$ cat config.mk
export PLATFORM = sky130hd
export DESIGN_NAME = sha1dt_round
export DESIGN_NICKNAME = d
export VERILOG_FILES = /design/src/sha1dt_pkg.sv /design/src/sha1dt_round.sv
export SDC_FILE = /design/constraint.sdc
export NUM_CORES = 1
export LEC_CHECK = 0
export BUFFER_PORTS_ARGS = -buffer_cell sky130_fd_sc_hd__buf_2
export CAP_MARGIN = 20
export CORE_AREA = 4 4 517 519
export CTS_CLUSTER_SIZE = 20
export DETAILED_ROUTE_END_ITERATION = 6
export DIE_AREA = 0 0 521 523
export PLACE_DENSITY = 0.35
export SLEW_MARGIN = 20
export SYNTH_ARGS = -nofsm -noshare
export SYNTH_HDL_FRONTEND = slang
export SYNTH_SLANG_ARGS = --single-unit
$ cat constraint.sdc
create_clock -name clk -period 5.4 [get_ports clk]
set_input_delay 1.08 -clock clk [delete_from_list [all_inputs] [get_ports clk]]
set_output_delay 1.08 -clock clk [all_outputs]
set_load 0.01 [all_outputs]
$ cat src/sha1dt_pkg.sv
// Shared constants, types and round functions for the truncated SHA-1 core.
// No dependencies.
`default_nettype none

package sha1dt_pkg;

  localparam int unsigned NumRounds = 80;
  localparam int unsigned WinWords  = 16;

  localparam logic [31:0] IV_A = 32'h67452301;
  localparam logic [31:0] IV_B = 32'hEFCDAB89;
  localparam logic [31:0] IV_C = 32'h98BADCFE;
  localparam logic [31:0] IV_D = 32'h10325476;
  localparam logic [31:0] IV_E = 32'hC3D2E1F0;

  localparam logic [31:0] RC_0 = 32'h5A827999;
  localparam logic [31:0] RC_1 = 32'h6ED9EBA1;
  localparam logic [31:0] RC_2 = 32'h8F1BBCDC;
  localparam logic [31:0] RC_3 = 32'hCA62C1D6;

  localparam logic [31:0] PAD_WORD = 32'h80000000;
  localparam logic [31:0] LEN_BITS = 32'h00000080;

  typedef logic [WinWords-1:0][31:0] sha1dt_win_t;

  typedef struct packed {
    logic [31:0] a;
    logic [31:0] b;
    logic [31:0] c;
    logic [31:0] d;
    logic [31:0] e;
    sha1dt_win_t win;   // win[0] is the word for the current round
  } sha1dt_state_t;

  function automatic logic [31:0] rol1(input logic [31:0] v);
    return {v[30:0], v[31]};
  endfunction

  function automatic logic [31:0] rol5(input logic [31:0] v);
    return {v[26:0], v[31:27]};
  endfunction

  function automatic logic [31:0] rol30(input logic [31:0] v);
    return {v[1:0], v[31:2]};
  endfunction

  function automatic logic [31:0] round_f(input int unsigned idx, input logic [31:0] b,
                                          input logic [31:0] c, input logic [31:0] d);
    logic [31:0] res;
    if (idx < 20) begin
      res = d ^ (b & (c ^ d));
    end else if (idx < 40) begin
      res = b ^ c ^ d;
    end else if (idx < 60) begin
      res = (b & c) | (d & (b | c));
    end else begin
      res = b ^ c ^ d;
    end
    return res;
  endfunction

  function automatic logic [31:0] round_k(input int unsigned idx);
    logic [31:0] res;
    if (idx < 20) begin
      res = RC_0;
    end else if (idx < 40) begin
      res = RC_1;
    end else if (idx < 60) begin
      res = RC_2;
    end else begin
      res = RC_3;
    end
    return res;
  endfunction

endpackage

`default_nettype wire

$ cat src/sha1dt_round.sv
// One SHA-1 round cell: registered working variables plus a shifting schedule window.
// Depends on sha1dt_pkg.
`default_nettype none

module sha1dt_round
  import sha1dt_pkg::*;
#(
  parameter int unsigned ROUND_IDX = 0
) (
  input  wire logic          clk,
  input  wire logic          rst_n,
  input  wire logic          en,
  input  wire logic          prev_valid,
  input  wire sha1dt_state_t prev_state,
  output logic               cur_valid,
  output sha1dt_state_t      cur_state
);

  logic          valid_r;
  logic          valid_nxt;
  sha1dt_state_t state_r;
  sha1dt_state_t state_nxt;
  logic [31:0]   w_new;

  always_comb begin
    w_new = rol1(prev_state.win[13] ^ prev_state.win[8] ^ prev_state.win[2] ^
                 prev_state.win[0]);
    state_nxt.a = rol5(prev_state.a)
                + round_f(ROUND_IDX, prev_state.b, prev_state.c, prev_state.d)
                + prev_state.e + round_k(ROUND_IDX) + prev_state.win[0];
    state_nxt.b = prev_state.a;
    state_nxt.c = rol30(prev_state.b);
    state_nxt.d = prev_state.c;
    state_nxt.e = prev_state.d;
    for (int i = 0; i < WinWords - 1; i++) begin
      state_nxt.win[i] = prev_state.win[i+1];
    end
    state_nxt.win[WinWords-1] = w_new;
    valid_nxt = en ? prev_valid : valid_r;
  end

  always_ff @(posedge clk) begin
    if (!rst_n) begin
      valid_r <= 1'b0;
    end else begin
      valid_r <= valid_nxt;
    end
  end

  always_ff @(posedge clk) begin
    if (en) begin
      state_r <= state_nxt;
    end
  end

  assign cur_valid = valid_r;
  assign cur_state = state_r;

endmodule

`default_nettype wire

==> results.toml, run 1 <==
[clock_tree]
clk_pin_slew_worst_paths_ns = 0.06
postCtsSetupRepairBufs = 0
cts_root_buffer = "clkbuf_16"
clock_path_buffers = 3
clkLatencyLatePin_ns = 0.70
cts_hold_buf = 0
htree_levels = 3
tritoncts = "done"
cts.sinks = 673
post_cts_resized = 0
cts_made_buffers = 93

[drt]
routed_wl_mm = 190
firstDrtPassIters = 5
routed_via_density = 2.93
post-route-drc-count = 0
via_count = 18700
antenna_left = 0
drt_iter0_markers = 1060
post_drt_wl_per_cell_um = 29.7

[logic_synthesis]
synth_fp_nets = 2109
ys_warn_count = 0
synth_area_sq_um = 25400
synth_area_per_cell_sq_um = 19.4
ys_seq_area_frac = 0.796
postSynth.asyncResetShare = 0
yosys.area.top_type = "edfxtp_1"
ys_top_cells_by_count = "672 x edfxtp_1, 164 x inv_1, 87 x xnor2_1"
yosysTopAreaCellShare = 0.796
ys_ff_latch = 673
synth_area_leaders = "edfxtp_1 80%, fa_1 4.8%, ha_1 3.1%"
netlist_instances = 1309
yosysUniqueCellTypes = 51
ys.flop_type = "edfxtp_1"
synth_most_common_cell = "edfxtp_1"
synth_edf_count = 672

[finish]
nets = 3573
drive_gt1_frac = 0.543
area_growth_pct = 57.4
post-route-util = 0.152

[critical_path]
critPathLaunchType = "input pin"
worst_path_max_delay_cell = "fa_1"
crit_family = "compound AO/OA/AOI/OAI gates"
worst_ep_arrival_time_ns = 4.79
cp.buffers_inverters = 3
end_kind = "flip-flop"
critPathRequiredTime_ns = 5.83
cp_num_cells = 13
reg2regPathDepth = 2
path_class = "in2reg"
path_cells = "buf_2, inv_1, fa_1, fa_1, inv_1, ha_1, ha_1, a211oi_1, o21ai_1, a32oi_1, o311ai_2, a2111oi_0, a311oi_1"
max_stage_delay_ns = 0.49
cp_max_fo = 4

[global_routing]
grt_pass1_vias = 19500
antenna_found_initial = 264
grtUsageTotal = 0.134
met2_usage = 0.233
overflow = 0
use_met3 = 0.0715
grt_first_pass_wirelength_mm = 231
grt_max_degree = 103
use_met1 = 0.140
gr-max-usage-layer = "met2"

[hold_path]
holdPathStages = 2
hold_path_class = "reg2reg"

[floorplan]
die_h_um = 523
start_util = 0.0968
num_rows = 188
core_sq_um = 262000
io-pin-count = 1349
die_area_sq_um = 272000
die_w_um = 521

[placed_design]
port_buffers = 1348
dp_hpwl_mm = 169
gp_congestion = 0.886

[timing]
tns_ns = 0
tightestPinTransition_ns = 0.858
hold_viol_final = 0
slew_violations = 0
max_freq_ghz = 0.230
timing.final.crit_share = 0.807
period_needed_ns = 4.36
max_slew_margin = 0.428
rsz0062_at_grt = "no"
fin_skew_ns = 0
setup_viol = 0

[power]
leakage_nw = 16.2
max-vdd-ir-drop_mv = 0.215
p_per_area_nw_per_um2 = 421

[job]
maxCapViolCount = 0

[status]
status = "finished clean"
[worst register-to-register path, stage by stage (launching register included)]
cell and delay, ns:
dfxtp_1 0.31, mux2i_1 0.12, nor2b_1 0.06
[cells by family after synthesis]
group | after synthesis | share of synthesized area
compound gates | 100 | 0.0253
xor+xnor | 128 | 0.0442
fa+ha+maj | 124 | 0.0792
buf+inv | 171 | 0.0255
flops | 673 | 0.796
mux | 34 | 0.0147
simple gates | 79 | 0.0147
[layer usage]
| layer | wire length (um) | vias to the layer above |
|---|---|---|
| met5 | 800 | - |
| met4 | 6720 | 134 |
| met3 | 23900 | 567 |
| met2 | 92000 | 1355 |
| met1 | 66600 | 8865 |
| li1 | - | 7812 |
[where the power goes]
part	switching, mW	internal [mW]	total, mW
logic	2.49	1.33	3.83
clock network	2.61	3.67	6.28
registers	0.250	6.45	6.70
total	5.35	11.5	16.8
[flip-flops by register name (all words and copies together), names as in the netlist]
name       flops
cur_state    672
cur_valid      1
[metrics by stage]
step / area (sq um) / hold WS, ns / std cells / power (mW) / setup WS (ns)
floorplan: 25400 / 0.538 / 1309 / 8.37 / 1.02
CTS: 39800 / 0.409 / 6360 / 17.4 / 1.08
finish: 39900 / 0.523 / 6403 / 16.8 / 1.04
detailed placement: 36800 / 0.510 / 6193 / 10.8 / 0.289
global route: 39800 / 0.456 / 6372 / 17.7 / 0.839
global placement: 36800 / 0.495 / 6193 / 10.8 / 0.263
[placed cells by master, fill, tap and decap left out, drive strengths merged, types with 4 or more instances in the layout]
| cell type | synthesis | final |
|---|---|---|
| a211oi | 4 | 4 |
| a21o | 10 | 10 |
| a21oi | 37 | 37 |
| buf | 3 | 1376 |
| bufinv | 0 | 10 |
| clkbuf | 4 | 109 |
| clkinv | 0 | 43 |
| diode | 0 | 43 |
| edfxtp | 672 | 672 |
| fa | 61 | 61 |
| ha | 63 | 63 |
| inv | 164 | 166 |
| mux2 | 23 | 23 |
| mux2i | 11 | 11 |
| nand2 | 19 | 19 |
| nand3 | 7 | 7 |
| nor2 | 25 | 25 |
| nor3 | 9 | 9 |
| o21ai | 21 | 21 |
| xnor2 | 87 | 87 |
| xor2 | 41 | 41 |
[cell type report]
type,count,area (sq um)
diodes,43,108
flip-flops and latches,673,20200
clock inverters,58,632
inverters,164,616
fillers,29500,222000
multi-input cells,465,4520
clock buffers,109,2410
repair buffers,1376,7040
well taps,3515,4400
[final timing paths]
| kind | startpoint | endpoint | slack [ns] |
|---|---|---|---|
| worst max-delay path | prev_state[1] | cur_state[670]$_DFFE_PP_ | 1.04 |
| worst max register to register | cur_valid$_SDFFE_PN0P_ | cur_valid$_SDFFE_PN0P_ | 4.80 |
| worst min-delay path | cur_valid$_SDFFE_PN0P_ | cur_valid$_SDFFE_PN0P_ | 0.52 |
| worst min register to register | cur_valid$_SDFFE_PN0P_ | cur_valid$_SDFFE_PN0P_ | 0.52 |
Power figures use the tool's default switching activity.
==> run 2, diff against run 1 <==
PLACE_DENSITY = 0.36   (was 0.35)
clock period = 3.66 ns   (was 5.4 ns; I/O delays follow)
==> results.toml, run 2 (same netlist as run 1, synthesis figures left out) <==
[status]
status = "finished clean"

[hold_path]
hold_path_class = "in2reg"

[floorplan]
die_h_um = 523
die_w_um = 521
die_area_sq_um = 272000
core_sq_um = 262000
num_rows = 188
io-pin-count = 1349
start_util = 0.0968

[clock_tree]
cts_root_buffer = "clkbuf_16"
clk_pin_slew_worst_paths_ns = 0.07
tritoncts = "done"
cts.sinks = 673
clock_path_buffers = 3
cts_made_buffers = 90
htree_levels = 3
clkLatencyLatePin_ns = 0.69

[timing]
max_freq_ghz = 0.278
hold_viol_final = 0
slew_violations = 0
tightestPinTransition_ns = 0.615
max_slew_margin = 0.590
period_needed_ns = 3.59
fin_skew_ns = 0
fin_ws_ns = 0.0667
timing.final.crit_share = 0.982
setup_viol = 0

[finish]
multiInputGateArea_sq_um = 4830
fillers = 29400
drive_gt1_frac = 0.585
nets = 3748
final_common_cell = "buf_2"
area_growth_pct = 63.6
regArea_sq_um = 20200
most-common-layout-cells = "1347 x buf_2, 672 x edfxtp_1, 192 x buf_4"
largest_reg_flops = 672

[global_routing]
grt_first_pass_wirelength_mm = 231
antenna_found_initial = 283
grt_pass1_vias = 20000
grtUsageTotal = 0.133
grt_max_degree = 81
overflow = 0

[critical_path]
worst_ep_arrival_time_ns = 4.08
critPathLaunch = "prev_state[6]"
critPathLaunchType = "input pin"
endpoint = "cur_state[660]$_DFFE_PP_"
cp_max_fo = 3
critPathRequiredTime_ns = 4.15
path_class = "in2reg"
reg2regPathDepth = 2
end_kind = "flip-flop"
r2r-end = "cur_valid$_SDFFE_PN0P_"
r2r_setup_slack_ns = 3.06
reg2reg_from = "cur_valid$_SDFFE_PN0P_"

[drt]
post_drt_wl_per_cell_um = 28.8
via_count = 19400
routed_wl_mm = 189
antenna_left = 0
firstDrtPassIters = 4
drt_iter0_markers = 889
routed_via_density = 2.95
post-route-drc-count = 0

[placed_design]
dp_hpwl_mm = 170
place_ws_ns = -0.995
port_buffers = 1348
gp_congestion = 0.862

[power]
intPower_mw = 17.3
leakage_nw = 17.0
switching_share = 0.318
p_per_area_nw_per_um2 = 613
combPwrFrac = 0.268
pwr-share-seq = 0.386
p_sw_mw = 8.10
max-vdd-ir-drop_mv = 0.295
clkPwrFrac = 0.346
finalPower_mw = 25.4

[job]
maxCapViolCount = 0
==> run 2: cell types whose count changed in the layout (fill, tap and decap cells not counted), moves of 8 or more <==
cell | previous run | this run
ha_1 | 63 | 52
ha_4 | 0 | 9
a21oi_1 | 36 | 28
buf_4 | 22 | 192
buf_12 | 6 | 14
==> run 2: worst min path at each step <==
stage	startpoint	end	cells after the start
5_1_grt	prev_state[380]	cur_state[348]$_DFFE_PP_	1
3_5_place_dp	cur_valid$_SDFFE_PN0P_	cur_valid$_SDFFE_PN0P_	2
4_1_cts	prev_state[380]	cur_state[348]$_DFFE_PP_	1
3_3_place_gp	cur_valid$_SDFFE_PN0P_	cur_valid$_SDFFE_PN0P_	2
2_1_floorplan	cur_valid$_SDFFE_PN0P_	cur_valid$_SDFFE_PN0P_	2
6_report	prev_state[380]	cur_state[348]$_DFFE_PP_	1
==> run 2: power groups by stage <==
stage	Clock [mW]	Sequential, mW	Combinational (mW)
after global routing	9.47	9.89	7.49
after global placement	0	9.98	6.90
after floorplan	0	10.3	2.24
final	8.81	9.81	6.82
after CTS	9.20	9.84	6.97
after detailed placement	0	9.98	6.89
==> run 2: critical path: stages <==
cell and delay (ns):
buf_2 0.14, inv_4 0.04, fa_2 0.56, inv_2 0.04, fa_2 0.33, fa_1 0.50
ha_4 0.30, buf_4 0.10, o211ai_1 0.08, buf_4 0.16, nor2_1 0.17, a211oi_2 0.13
buf_4 0.17, o21ai_1 0.29, xor2_1 0.17, buf_4 0.16
==> run 2: through the flow <==
step / area (sq um) / hold WS [ns] / setup TNS (ns) / utilization / cells
6_report: 41500 / 0.182 / 0 / 0.158 / 6570
5_1_grt: 41400 / 0.0942 / -0.0384 / 0.158 / 6546
4_1_cts: 41300 / 0.0649 / 0 / 0.157 / 6532
3_5_place_dp: 38300 / 0.520 / -17.64 / 0.146 / 6370
3_3_place_gp: 38300 / 0.501 / -17.98 / 0.146 / 6370
2_1_floorplan: 25500 / 0.538 / -0.681 / - / 1309
==> run 2: final cells by class <==
cell class,count,share of cell area
multi-input cells,465,0.116
diodes,38,0.00229
flip-flops and latches,673,0.487
well taps,3515,0.106
inverters,164,0.0149
clock buffers,107,0.0563
repair buffers,1554,0.204
clock inverters,54,0.0128
==> run 2: metal layers <==
metal	up-vias	track usage	wire length [um]
li1	8153	-	-
met1	9102	0.135	65100
met2	1348	0.234	92600
met3	599	0.0780	24200
met4	152	0.0322	6140
met5	-	0	973
==> run 2: what timing repair did <==
| item | in CTS | in global routing |
|---|---|---|
| gates resized for setup | 7 | 27 |
| pin swaps | 1 | 4 |
| buffers inserted | 1 | 0 |
| hold buffers | 0 | 0 |
| endpoints found under the setup margin | 11 | 13 |
