==> src/sha1dt_pkg.sv <==
// Shared constants, types and round functions for the truncated SHA-1 core.
// No dependencies.
`default_nettype none

package sha1dt_pkg;

  localparam int unsigned NumRounds = 80;
  localparam int unsigned WinWords  = 16;

  localparam logic [31:0] IV_A = 32'h67452301;
  localparam logic [31:0] IV_B = 32'hEFCDAB89;
  localparam logic [31:0] IV_C = 32'h98BADCFE;
  localparam logic [31:0] IV_D = 32'h10325476;
  localparam logic [31:0] IV_E = 32'hC3D2E1F0;

  localparam logic [31:0] RC_0 = 32'h5A827999;
  localparam logic [31:0] RC_1 = 32'h6ED9EBA1;
  localparam logic [31:0] RC_2 = 32'h8F1BBCDC;
  localparam logic [31:0] RC_3 = 32'hCA62C1D6;

  localparam logic [31:0] PAD_WORD = 32'h80000000;
  localparam logic [31:0] LEN_BITS = 32'h00000080;

  typedef logic [WinWords-1:0][31:0] sha1dt_win_t;

  typedef struct packed {
    logic [31:0] a;
    logic [31:0] b;
    logic [31:0] c;
    logic [31:0] d;
    logic [31:0] e;
    sha1dt_win_t win;   // win[0] is the word for the current round
  } sha1dt_state_t;

  function automatic logic [31:0] rol1(input logic [31:0] v);
    return {v[30:0], v[31]};
  endfunction

  function automatic logic [31:0] rol5(input logic [31:0] v);
    return {v[26:0], v[31:27]};
  endfunction

  function automatic logic [31:0] rol30(input logic [31:0] v);
    return {v[1:0], v[31:2]};
  endfunction

  function automatic logic [31:0] round_f(input int unsigned idx, input logic [31:0] b,
                                          input logic [31:0] c, input logic [31:0] d);
    logic [31:0] res;
    if (idx < 20) begin
      res = d ^ (b & (c ^ d));
    end else if (idx < 40) begin
      res = b ^ c ^ d;
    end else if (idx < 60) begin
      res = (b & c) | (d & (b | c));
    end else begin
      res = b ^ c ^ d;
    end
    return res;
  endfunction

  function automatic logic [31:0] round_k(input int unsigned idx);
    logic [31:0] res;
    if (idx < 20) begin
      res = RC_0;
    end else if (idx < 40) begin
      res = RC_1;
    end else if (idx < 60) begin
      res = RC_2;
    end else begin
      res = RC_3;
    end
    return res;
  endfunction

endpackage

`default_nettype wire

==> src/sha1dt_outbuf.sv <==
// Output stage: final feed-forward add, output register and skid register.
// Depends on sha1dt_pkg.
`default_nettype none

module sha1dt_outbuf
  import sha1dt_pkg::*;
(
  input  wire logic          clk,
  input  wire logic          rst_n,
  input  wire logic          up_valid,
  input  wire sha1dt_state_t up_state,
  output logic               up_ready,
  output logic               out_tvalid,
  input  wire logic          out_tready,
  output logic [127:0]       out_tdata
);

  logic [127:0] dig;
  logic         out_valid_r, out_valid_nxt;
  logic         skid_valid_r, skid_valid_nxt;
  logic [127:0] out_data_r, out_data_nxt;
  logic [127:0] skid_data_r, skid_data_nxt;
  logic         take_up;

  // {C,D} above {A,B}: digest_hi in the low 64 bits
  assign dig = {up_state.c + IV_C, up_state.d + IV_D,
                up_state.a + IV_A, up_state.b + IV_B};

  assign up_ready = !skid_valid_r;
  assign take_up  = up_valid && !skid_valid_r;

  always_comb begin
    out_valid_nxt  = out_valid_r;
    skid_valid_nxt = skid_valid_r;
    out_data_nxt   = out_data_r;
    skid_data_nxt  = skid_data_r;
    if (out_valid_r && !out_tready) begin
      if (take_up) begin
        skid_valid_nxt = 1'b1;
        skid_data_nxt  = dig;
      end
    end else if (skid_valid_r) begin
      out_valid_nxt  = 1'b1;
      out_data_nxt   = skid_data_r;
      skid_valid_nxt = 1'b0;
    end else begin
      out_valid_nxt = take_up;
      out_data_nxt  = dig;
    end
  end

  always_ff @(posedge clk) begin
    if (!rst_n) begin
      out_valid_r  <= 1'b0;
      skid_valid_r <= 1'b0;
    end else begin
      out_valid_r  <= out_valid_nxt;
      skid_valid_r <= skid_valid_nxt;
    end
  end

  always_ff @(posedge clk) begin
    out_data_r  <= out_data_nxt;
    skid_data_r <= skid_data_nxt;
  end

  assign out_tvalid = out_valid_r;
  assign out_tdata  = out_data_r;

endmodule

`default_nettype wire

==> config.mk <==
export PLATFORM = sky130hd
export DESIGN_NAME = sha1dt_outbuf
export DESIGN_NICKNAME = d
export VERILOG_FILES = /design/src/sha1dt_pkg.sv /design/src/sha1dt_outbuf.sv
export SDC_FILE = /design/constraint.sdc
export NUM_CORES = 1
export LEC_CHECK = 0
export BUFFER_PORTS_ARGS = -buffer_cell sky130_fd_sc_hd__buf_2
export CAP_MARGIN = 20
export CORE_AREA = 2 2 315 317
export CTS_CLUSTER_DIAMETER = 30
export DETAILED_ROUTE_END_ITERATION = 8
export DIE_AREA = 0 0 317 319
export SETUP_SLACK_MARGIN = 0.4
export SYNTH_ARGS = -nofsm -noshare
export SYNTH_HDL_FRONTEND = slang
export SYNTH_SLANG_ARGS = --single-unit
==> constraint.sdc <==
create_clock -name clk -period 26.4 [get_ports clk]
set_input_delay 1.32 -clock clk [delete_from_list [all_inputs] [get_ports clk]]
set_output_delay 1.32 -clock clk [all_outputs]
set_load 0.01 [all_outputs]
==> results.yml, run 1 <==
outcome:
  outcome: "finished, final reports clean"
critical_path:
  crit_family: "buffers and inverters"
  path_buf_inv: 4
  cp.required_ps: 26620
  cp.arrival_ps: 4160
  critical_path.most_common_cell: "buf_4"
  critical_path_class: "in -> reg"
  setup.worst_path.start: "out_tready"
  critPathLaunchType: "primary input"
  r2r_start: "out_tvalid$_SDFFE_PN0N_"
  cp_max_fo: 59
  reg2reg_slack_ps: 22920
  ff2ff_path_depth: 5
  critPathSlowestCell: "buf_4"
  endpoint_kind: "flop"
  worstPathCellList: "buf_2 -> nand2b_4 -> nor3b_2 -> buf_6 -> buf_4 -> buf_4"
  r2r-end: "skid_data_r[79]$_DFFE_PP_"
  cpPeakStageDelay_ps: 810
synthesis:
  synth_area_sq_um: 13200
  synthCells: 1118
  synthTopCellsByArea: "edfxtp_1 (58%), mux2_2 (5.2%), xnor2_1 (3.5%)"
  yosysTopAreaCellShare: 0.583
  synth-seq-cells: 258
  synth_ff_type: "edfxtp_1"
  synth_cell_types: 80
  avgSynthCellArea_sq_um: 11.8
  yosys_warnings: 0
  yosys.area.top_type: "edfxtp_1"
  synth_nets: 1798
  async_reset_ff_frac: 0
  synth_enable_flop_cells: 256
  ys_seq_area_frac: 0.586
global_routing:
  antenna_found_initial: 56
  grt_pass1_wl_um: 72000
  grt_max_degree: 68
  grt_use_total: 0.100
  grt_pass1_vias: 10021
  grt-ovfl-total: 0
floorplanning:
  coreArea_sq_um: 97700
  start_util: 0.135
  num_rows: 115
  die_y_um: 319
  die_w_um: 317
  ios: 806
  die-area_sq_um: 101000
route:
  drcViolationCount: 0
  drt_iter0_drc: 635
  vias: 10488
  drtAntennaViolNets: 0
  wire_per_inst_um: 18.6
  finalWirelength_um: 51600
  avgViaCountPerCell: 3.78
  drt-pass1-iter-count: 6
timing:
  slew_viol_final: 0
  skew_ps: 44.6
  max_freq_ghz: 0.254
  finalWorstSetupSlack_ps: 22460
  min_period_over_period: 0.149
  setup_viol: 0
  maxSlewHeadroom: 0.295
  worst_pin_slew_ps: 1050
  tns_ps: 0
  rsz0062_at_grt: "false"
  hold_viol: 0
  fin_crit_ps: 3940
cts:
  clkTransAtPathRegs_ps: 40
  cts_htree_levels: 3
  cts_resized: 0
  clock_sinks: 258
  clock_latency_ps: 600
  numCtsBuffers: 73
  clock_tree.root_cell: "clkbuf_16"
  holdBufCountCts: 0
  cts_buffer_depth: 3
  postCtsSetupRepairBufs: 0
  cts_tree: "yes"
worst_hold_path:
  hp-start: "skid_data_r[68]$_DFFE_PP_"
  min_path_type: "reg -> reg"
  hold_depth: 2
  hold_end: "out_tdata[68]$_DFFE_PN_"
layout:
  drive_gt1_frac: 0.309
  layout_common_cells: "buf_2 (261), edfxtp_1 (256), nand2_1 (120)"
  nets: 2094
  final_area_sq_um: 18400
  final_common_cell: "buf_2"
  final_util: 0.189
  nFillCells: 10625
  syn2layout_area_growth_pct: 39.8
placement:
  routabilityCongestion: 0.835
  dp.final_hpwl_um: 39900
  numPortBuffers: 261
  post-place-ws_ps: 21300
  place_area_sq_um: 16000
power_and_ir_drop:
  pwr-share-clk: 0.566
  p_comb_frac: 0.101
  internal-power_mw: 1.11
  power_mw: 1.49
  vdd_ir_drop_max_mv: 0.0476
  swShare: 0.254
  power.switching_uw: 379
  p_seq_frac: 0.334
  p_per_area_nw_per_um2: 80.9
  p_leak_nw: 6.73
flow_run:
  maxCapViolCount: 0
[per-layer routing]
metal / track usage / routed length [um] / part of all wire
met3: 0.0528 / 5970 / 0.12
met1: 0.119 / 20700 / 0.40
met5: 0 / 163 / 0.0032
met4: 0.0360 / 1990 / 0.038
met2: 0.153 / 22800 / 0.44
[worst max-delay path by stage]
stage | end | depth (start not counted)
6_report | skid_data_r[79]$_DFFE_PP_ | 6
5_1_grt | skid_data_r[71]$_DFFE_PP_ | 6
4_1_cts | skid_data_r[32]$_DFFE_PP_ | 5
3_5_place_dp | skid_data_r[68]$_DFFE_PP_ | 5
3_3_place_gp | skid_data_r[68]$_DFFE_PP_ | 5
2_1_floorplan | skid_data_r[0]$_DFFE_PP_ | 2
[kinds of logic (layout without fill, tap and decap cells)]
group           after synthesis  count (layout)  share of synthesized area
mux                          64              64                     0.0544
buf+inv                      88             441                     0.0257
simple gates                353             353                      0.134
flops                       258             258                      0.586
other cells                   0              17                          0
xor+xnor                     89              89                     0.0591
compound gates              262             262                      0.137
fa+ha+maj                     4               4                    0.00379
[flip-flops by register name, indices dropped and copies added, names as in the netlist]
signal / cells
out_tdata: 128
skid_data_r: 128
out_tvalid: 1
skid_valid_r: 1
[power by group through the flow]
| stage | sequential, mW | clock [mW] | combinational (mW) |
|---|---|---|---|
| global placement | 0.505 | 0 | 0.152 |
| detailed placement | 0.505 | 0 | 0.154 |
| floorplan | 0.518 | 0 | 0.0671 |
| CTS | 0.499 | 0.864 | 0.154 |
| global route | 0.501 | 0.886 | 0.168 |
| finish | 0.498 | 0.844 | 0.150 |
[worst reg2reg max path: stages (launching register included)]
cell and delay (ps):
dfxtp_1 410, nand2b_4 350, nor3b_2 450, buf_6 230, buf_4 680, buf_4 900
[cell type report]
cell class	count	area, sq um	share of cell area
Sequential cell	258	7730	0.419
Multi-Input combinational cell	772	5130	0.279
Clock buffer	91	1890	0.103
Tap cell	1287	1610	0.0873
Timing Repair Buffer	270	1380	0.0747
Clock inverter	41	497	0.0269
Inverter	39	149	0.00808
Antenna cell	17	42.5	0.00231
[per-stage QoR]
step | instances | hold WS (ps)
6_report | 2775 | 508
5_1_grt | 2764 | 532
4_1_cts | 2757 | 513
3_5_place_dp | 2625 | 501
3_3_place_gp | 2625 | 499
2_1_floorplan | 1118 | 487
[Yosys cell counts (32+ instances only)]
library cell  count
edfxtp_1        256
nand2_1         120
nor2_1           63
mux2_2           61
xnor2_1          53
a21oi_1          46
o21ai_0          45
inv_1            37
xor2_1           36
clkbuf_1         35
nor3_1           35
nand3_1          32
(Power assumes the default switching activity.)
==> inputs of run 2 (changes only) <==
--- a/config.mk
+++ b/config.mk
@@ -7,10 +7,10 @@
 export LEC_CHECK = 0
 export BUFFER_PORTS_ARGS = -buffer_cell sky130_fd_sc_hd__buf_2
 export CAP_MARGIN = 20
-export CORE_AREA = 2 2 315 317
+export CORE_AREA = 2 2 313 315
 export CTS_CLUSTER_DIAMETER = 30
 export DETAILED_ROUTE_END_ITERATION = 8
-export DIE_AREA = 0 0 317 319
+export DIE_AREA = 0 0 315 317
 export SETUP_SLACK_MARGIN = 0.4
 export SYNTH_ARGS = -nofsm -noshare
 export SYNTH_HDL_FRONTEND = slang
==> constraint.sdc (replaced) <==
create_clock -name clk -period 3.44 [get_ports clk]
set_input_delay 0.172 -clock clk [delete_from_list [all_inputs] [get_ports clk]]
set_output_delay 0.172 -clock clk [all_outputs]
set_load 0.01 [all_outputs]
==> results.yml, run 2 (synthesis gave the netlist of run 1 again) <==
outcome:
  outcome: "finished, final reports clean"
floorplanning:
  die_y_um: 317
  coreArea_sq_um: 96300
  start_util: 0.137
  die_w_um: 315
  ios: 806
  num_rows: 114
  die-area_sq_um: 99900
route:
  drt-pass1-iter-count: 5
  finalWirelength_um: 52300
  drt_iter0_drc: 770
  wire_per_inst_um: 18.0
  vias: 10992
  avgViaCountPerCell: 3.79
  drcViolationCount: 0
  drtAntennaViolNets: 0
cts:
  clkTransAtPathRegs_ps: 40
  cts_tree: "yes"
  clock_latency_ps: 610
  holdBufCountCts: 131
  cts_resized: 0
  numCtsBuffers: 76
  cts_htree_levels: 3
  clock_tree.root_cell: "clkbuf_16"
  clock_sinks: 258
  postCtsSetupRepairBufs: 0
  cts_buffer_depth: 3
worst_hold_path:
  min_path_type: "in -> reg"
power_and_ir_drop:
  vdd_ir_drop_max_mv: 0.371
  p_leak_nw: 7.44
  p_per_area_nw_per_um2: 607
timing:
  worst_pin_slew_ps: 883
  max_freq_ghz: 0.369
  skew_ps: 47.0
  maxSlewHeadroom: 0.411
  rsz0062_at_grt: "false"
  hold_viol: 0
  setup_viol: 0
  min_period_over_period: 0.788
  fin_crit_ps: 2710
  slew_viol_final: 0
  hold_ws_ps: 44.0
global_routing:
  grt_use_total: 0.102
  grt-ovfl-total: 0
  grt_pass1_wl_um: 73300
  antenna_found_initial: 43
  grt_pass1_vias: 10729
  grt_max_degree: 129
layout:
  multi_input_area_sq_um: 5140
  final_area_sq_um: 20000
  syn2layout_area_growth_pct: 51.7
  layout_common_cells: "buf_2 (261), edfxtp_1 (256), dlygate4sd3_1 (131)"
  nets: 2231
  drive_gt1_frac: 0.298
  final_common_cell: "buf_2"
  layout.area.seq_sq_um: 7730
  nFillCells: 10450
critical_path:
  critical_path_class: "in -> reg"
  cp.required_ps: 3790
  endpoint_kind: "flop"
  cpPeakStageDelay_ps: 620
  critPathLaunchType: "primary input"
  cp_max_fo: 5
  critPathSlowestCell: "dlygate4sd3_1"
  worstPathCellList: "dlygate4sd3_1 -> buf_2 -> ha_1 -> a21oi_1 -> o211ai_1 -> and3_1 -> o41ai_1 -> dlygate4sd3_1 -> nand2_1"
  critical_path.most_common_cell: "dlygate4sd3_1"
  cp.arrival_ps: 3060
placement:
  routabilityCongestion: 0.826
  place_area_sq_um: 16100
  numPortBuffers: 261
  dp.final_hpwl_um: 39500
flow_run:
  maxCapViolCount: 0
-- run 2: changes by cell type in the layout (fill, tap and decap cells not counted), moves of 3 or more --
cell           change
clkinv_1           -6
clkinv_4           +5
diode_2            -6
clkbuf_1           -9
buf_12             +3
clkbuf_16          +3
dlygate4sd3_1    +131
inv_6              +4
clkinv_2          +10
-- run 2: routing by layer --
metal | global-route usage | vias up | part of all wire
met4 | 0.0337 | 32 | 0.033
met5 | 0 | - | 0.0039
met3 | 0.0445 | 145 | 0.088
li1 | - | 5194 | -
met1 | 0.129 | 5208 | 0.44
met2 | 0.154 | 413 | 0.44
-- run 2: power breakdown --
| group | internal [mW] | switching [mW] |
|---|---|---|
| clock network | 4.71 | 2.31 |
| registers | 3.76 | 0.0806 |
| logic | 0.540 | 0.762 |
-- run 2: area by class of cell --
cell class,instances,area share
Sequential cell,258,0.387
Multi-Input combinational cell,772,0.257
Timing Repair Buffer,404,0.137
Clock buffer,85,0.0968
Tap cell,1276,0.0798
Clock inverter,54,0.0338
Inverter,39,0.00744
Antenna cell,11,0.00138
-- run 2: path summary, 6_finish.rpt --
| path | startpoint | endpoint | slack (ps) | depth (start not counted) |
|---|---|---|---|---|
| setup / recovery | up_state[608] | skid_data_r[24]$_DFFE_PP_ | 730 | 9 |
| hold / removal | up_state[620] | skid_data_r[12]$_DFFE_PP_ | 40 | 2 |
| setup reg to reg | out_tvalid$_SDFFE_PN0N_ | out_tvalid$_SDFFE_PN0N_ | 1050 | 4 |
| hold reg to reg | skid_data_r[75]$_DFFE_PP_ | out_tdata[75]$_DFFE_PN_ | 510 | 2 |
-- run 2: through the flow --
step	instances	TNS (ps)	power, mW	setup WS (ps)	util
after detailed placement	2618	0	5.05	950	0.167
after global placement	2618	0	5.04	978	0.167
after floorplan	1118	-201200	4.48	-1570	-
after CTS	2888	0	12.3	829	0.207
after global routing	2894	0	12.6	551	0.208
final	2899	0	12.2	731	0.208
-- run 2: critical path: cells and delay by family --
family / cells / cell delay (ps)
AOI/OAI and AO/OA: 3 / 1020
adders and majority gates: 1 / 220
buffers and inverters: 3 / 1300
and+or+nand+nor: 2 / 340
==> inputs of run 3 (changes only) <==
==> constraint.sdc (replaced) <==
create_clock -name clk -period 2.4 [get_ports clk]
set_input_delay 0.12 -clock clk [delete_from_list [all_inputs] [get_ports clk]]
set_output_delay 0.12 -clock clk [all_outputs]
set_load 0.01 [all_outputs]
==> results.yml, run 3 (synthesis gave the netlist of run 1 again) <==
timing:
  min_period_over_period: 0.822
  setup_viol: 0
  skew_ps: 55.2
  worst_pin_slew_ps: 820
  hold_ws_ps: 30.4
  fin_crit_ps: 1970
  hold_viol: 0
  rsz0062_at_grt: "true"
  max_freq_ghz: 0.507
  slew_viol_final: 0
  maxSlewHeadroom: 0.453
cts:
  cts_htree_levels: 3
  clock_latency_ps: 630
  clock_tree.root_cell: "clkbuf_16"
  clkTransAtPathRegs_ps: 50
  numCtsBuffers: 77
  cts_tree: "yes"
  clock_sinks: 258
  cts_buffer_depth: 3
global_routing:
  antenna_found_initial: 43
  grt_pass1_vias: 11036
  grt_pass1_wl_um: 74300
  grt-ovfl-total: 0
  grt_use_total: 0.103
  grt_max_degree: 131
critical_path:
  critPathLaunchType: "primary input"
  cpPeakStageDelay_ps: 600
  worstPathCellList: "buf_2 -> dlygate4sd3_1 -> ha_1 -> a21oi_1 -> buf_4 -> o211ai_1 -> and3_4 -> or4b_1 -> a31oi_1"
  cp_max_fo: 5
  cp.arrival_ps: 2410
  path_buf_inv: 3
  critPathSlowestCell: "dlygate4sd3_1"
  reg2reg_slack_ps: 620
  endpoint_kind: "flop"
  critical_path_class: "in -> reg"
  cp.required_ps: 2840
  crit_family: "buffers and inverters"
layout:
  nets: 2280
  final_area_sq_um: 20700
  final_util: 0.215
  layout_common_cells: "buf_2 (258), edfxtp_1 (256), dlygate4sd3_1 (159)"
  final_common_cell: "buf_2"
  drive_gt1_frac: 0.301
  instances_no_fill: 2953
  syn2layout_area_growth_pct: 56.9
outcome:
  outcome: "finished, final reports clean"
floorplanning:
  die_y_um: 317
  num_rows: 114
  die-area_sq_um: 99900
  ios: 806
  coreArea_sq_um: 96300
  start_util: 0.137
  die_w_um: 315
placement:
  place_area_sq_um: 16200
  dp.cells: 2634
  numPortBuffers: 261
  dp.final_hpwl_um: 39600
  routabilityCongestion: 0.846
power_and_ir_drop:
  p_leak_nw: 7.74
  p_per_area_nw_per_um2: 869
  power_mw: 18.0
  vdd_ir_drop_max_mv: 0.548
route:
  drtAntennaViolNets: 0
  drt-pass1-iter-count: 5
  drt_iter0_drc: 726
  finalWirelength_um: 53400
  vias: 11303
  avgViaCountPerCell: 3.83
  drcViolationCount: 0
  wire_per_inst_um: 18.1
worst_hold_path:
  min_path_type: "in -> reg"
flow_run:
  maxCapViolCount: 0
==> run 3: changes by cell type in the layout (fill, tap and decap cells not counted), sizes merged <==
cell	delta
diode	+2
dlymetal6s4s	+1
bufinv	+5
clkbuf	+5
clkinv	-1
dlygate4sd3	+28
inv	-4
buf	+18
==> run 3: area by class of cell <==
| class | instances | area, sq um |
|---|---|---|
| clock inverters | 54 | 759 |
| well taps | 1276 | 1600 |
| clock buffers | 89 | 1970 |
| repair buffers | 452 | 3250 |
| fillers | 10379 | 75600 |
| inverters | 39 | 149 |
| flip-flops and latches | 258 | 7730 |
| diodes | 13 | 32.5 |
| multi-input cells | 772 | 5190 |
==> run 3: report_power, final <==
part	switching, mW	internal [mW]
Combinational	1.11	0.847
Sequential	0.109	5.38
Clock	3.21	7.31
==> run 3: stage by stage <==
step | setup TNS (ps) | setup WS (ps)
floorplan | -334320 | -2610
global placement | 0 | 22.2
detailed placement | -7.01 | -7.01
CTS | 0 | 400
global route | 0 | 333
finish | 0 | 428
==> run 3: what timing repair did <==
| item | CTS | global route |
|---|---|---|
| setup buffers | 0 | 3 |
| endpoints found under the hold margin | 178 | 0 |
| endpoints found under the setup margin | 0 | 14 |
| hold buffers | 160 | 0 |
| resized for setup | 0 | 17 |
==> run 3: path summary, 6_finish.rpt <==
check,start,endpoint,cells past startpoint
max,up_state[608],out_tdata[24]$_DFFE_PN_,9
min reg2reg,skid_data_r[106]$_DFFE_PP_,out_tdata[106]$_DFFE_PN_,2
min,up_state[661],out_tdata[53]$_DFFE_PN_,4
max reg2reg,skid_valid_r$_SDFFE_PN0P_,out_tdata[65]$_DFFE_PN_,3
==> run 3: routing by layer <==
layer	routed length, um	track usage	up-vias	share of wire
li1	-	-	5302	-
met1	22900	0.128	5423	0.43
met2	23400	0.156	416	0.44
met3	4850	0.0448	132	0.091
met4	2010	0.0424	30	0.038
met5	207	0	-	0.0039
==> run 3: tightest hold or removal path, cell delays in order <==
cell	delay, ps
buf_2	120
nor3_1	50
o21ai_0	60
o311ai_1	100
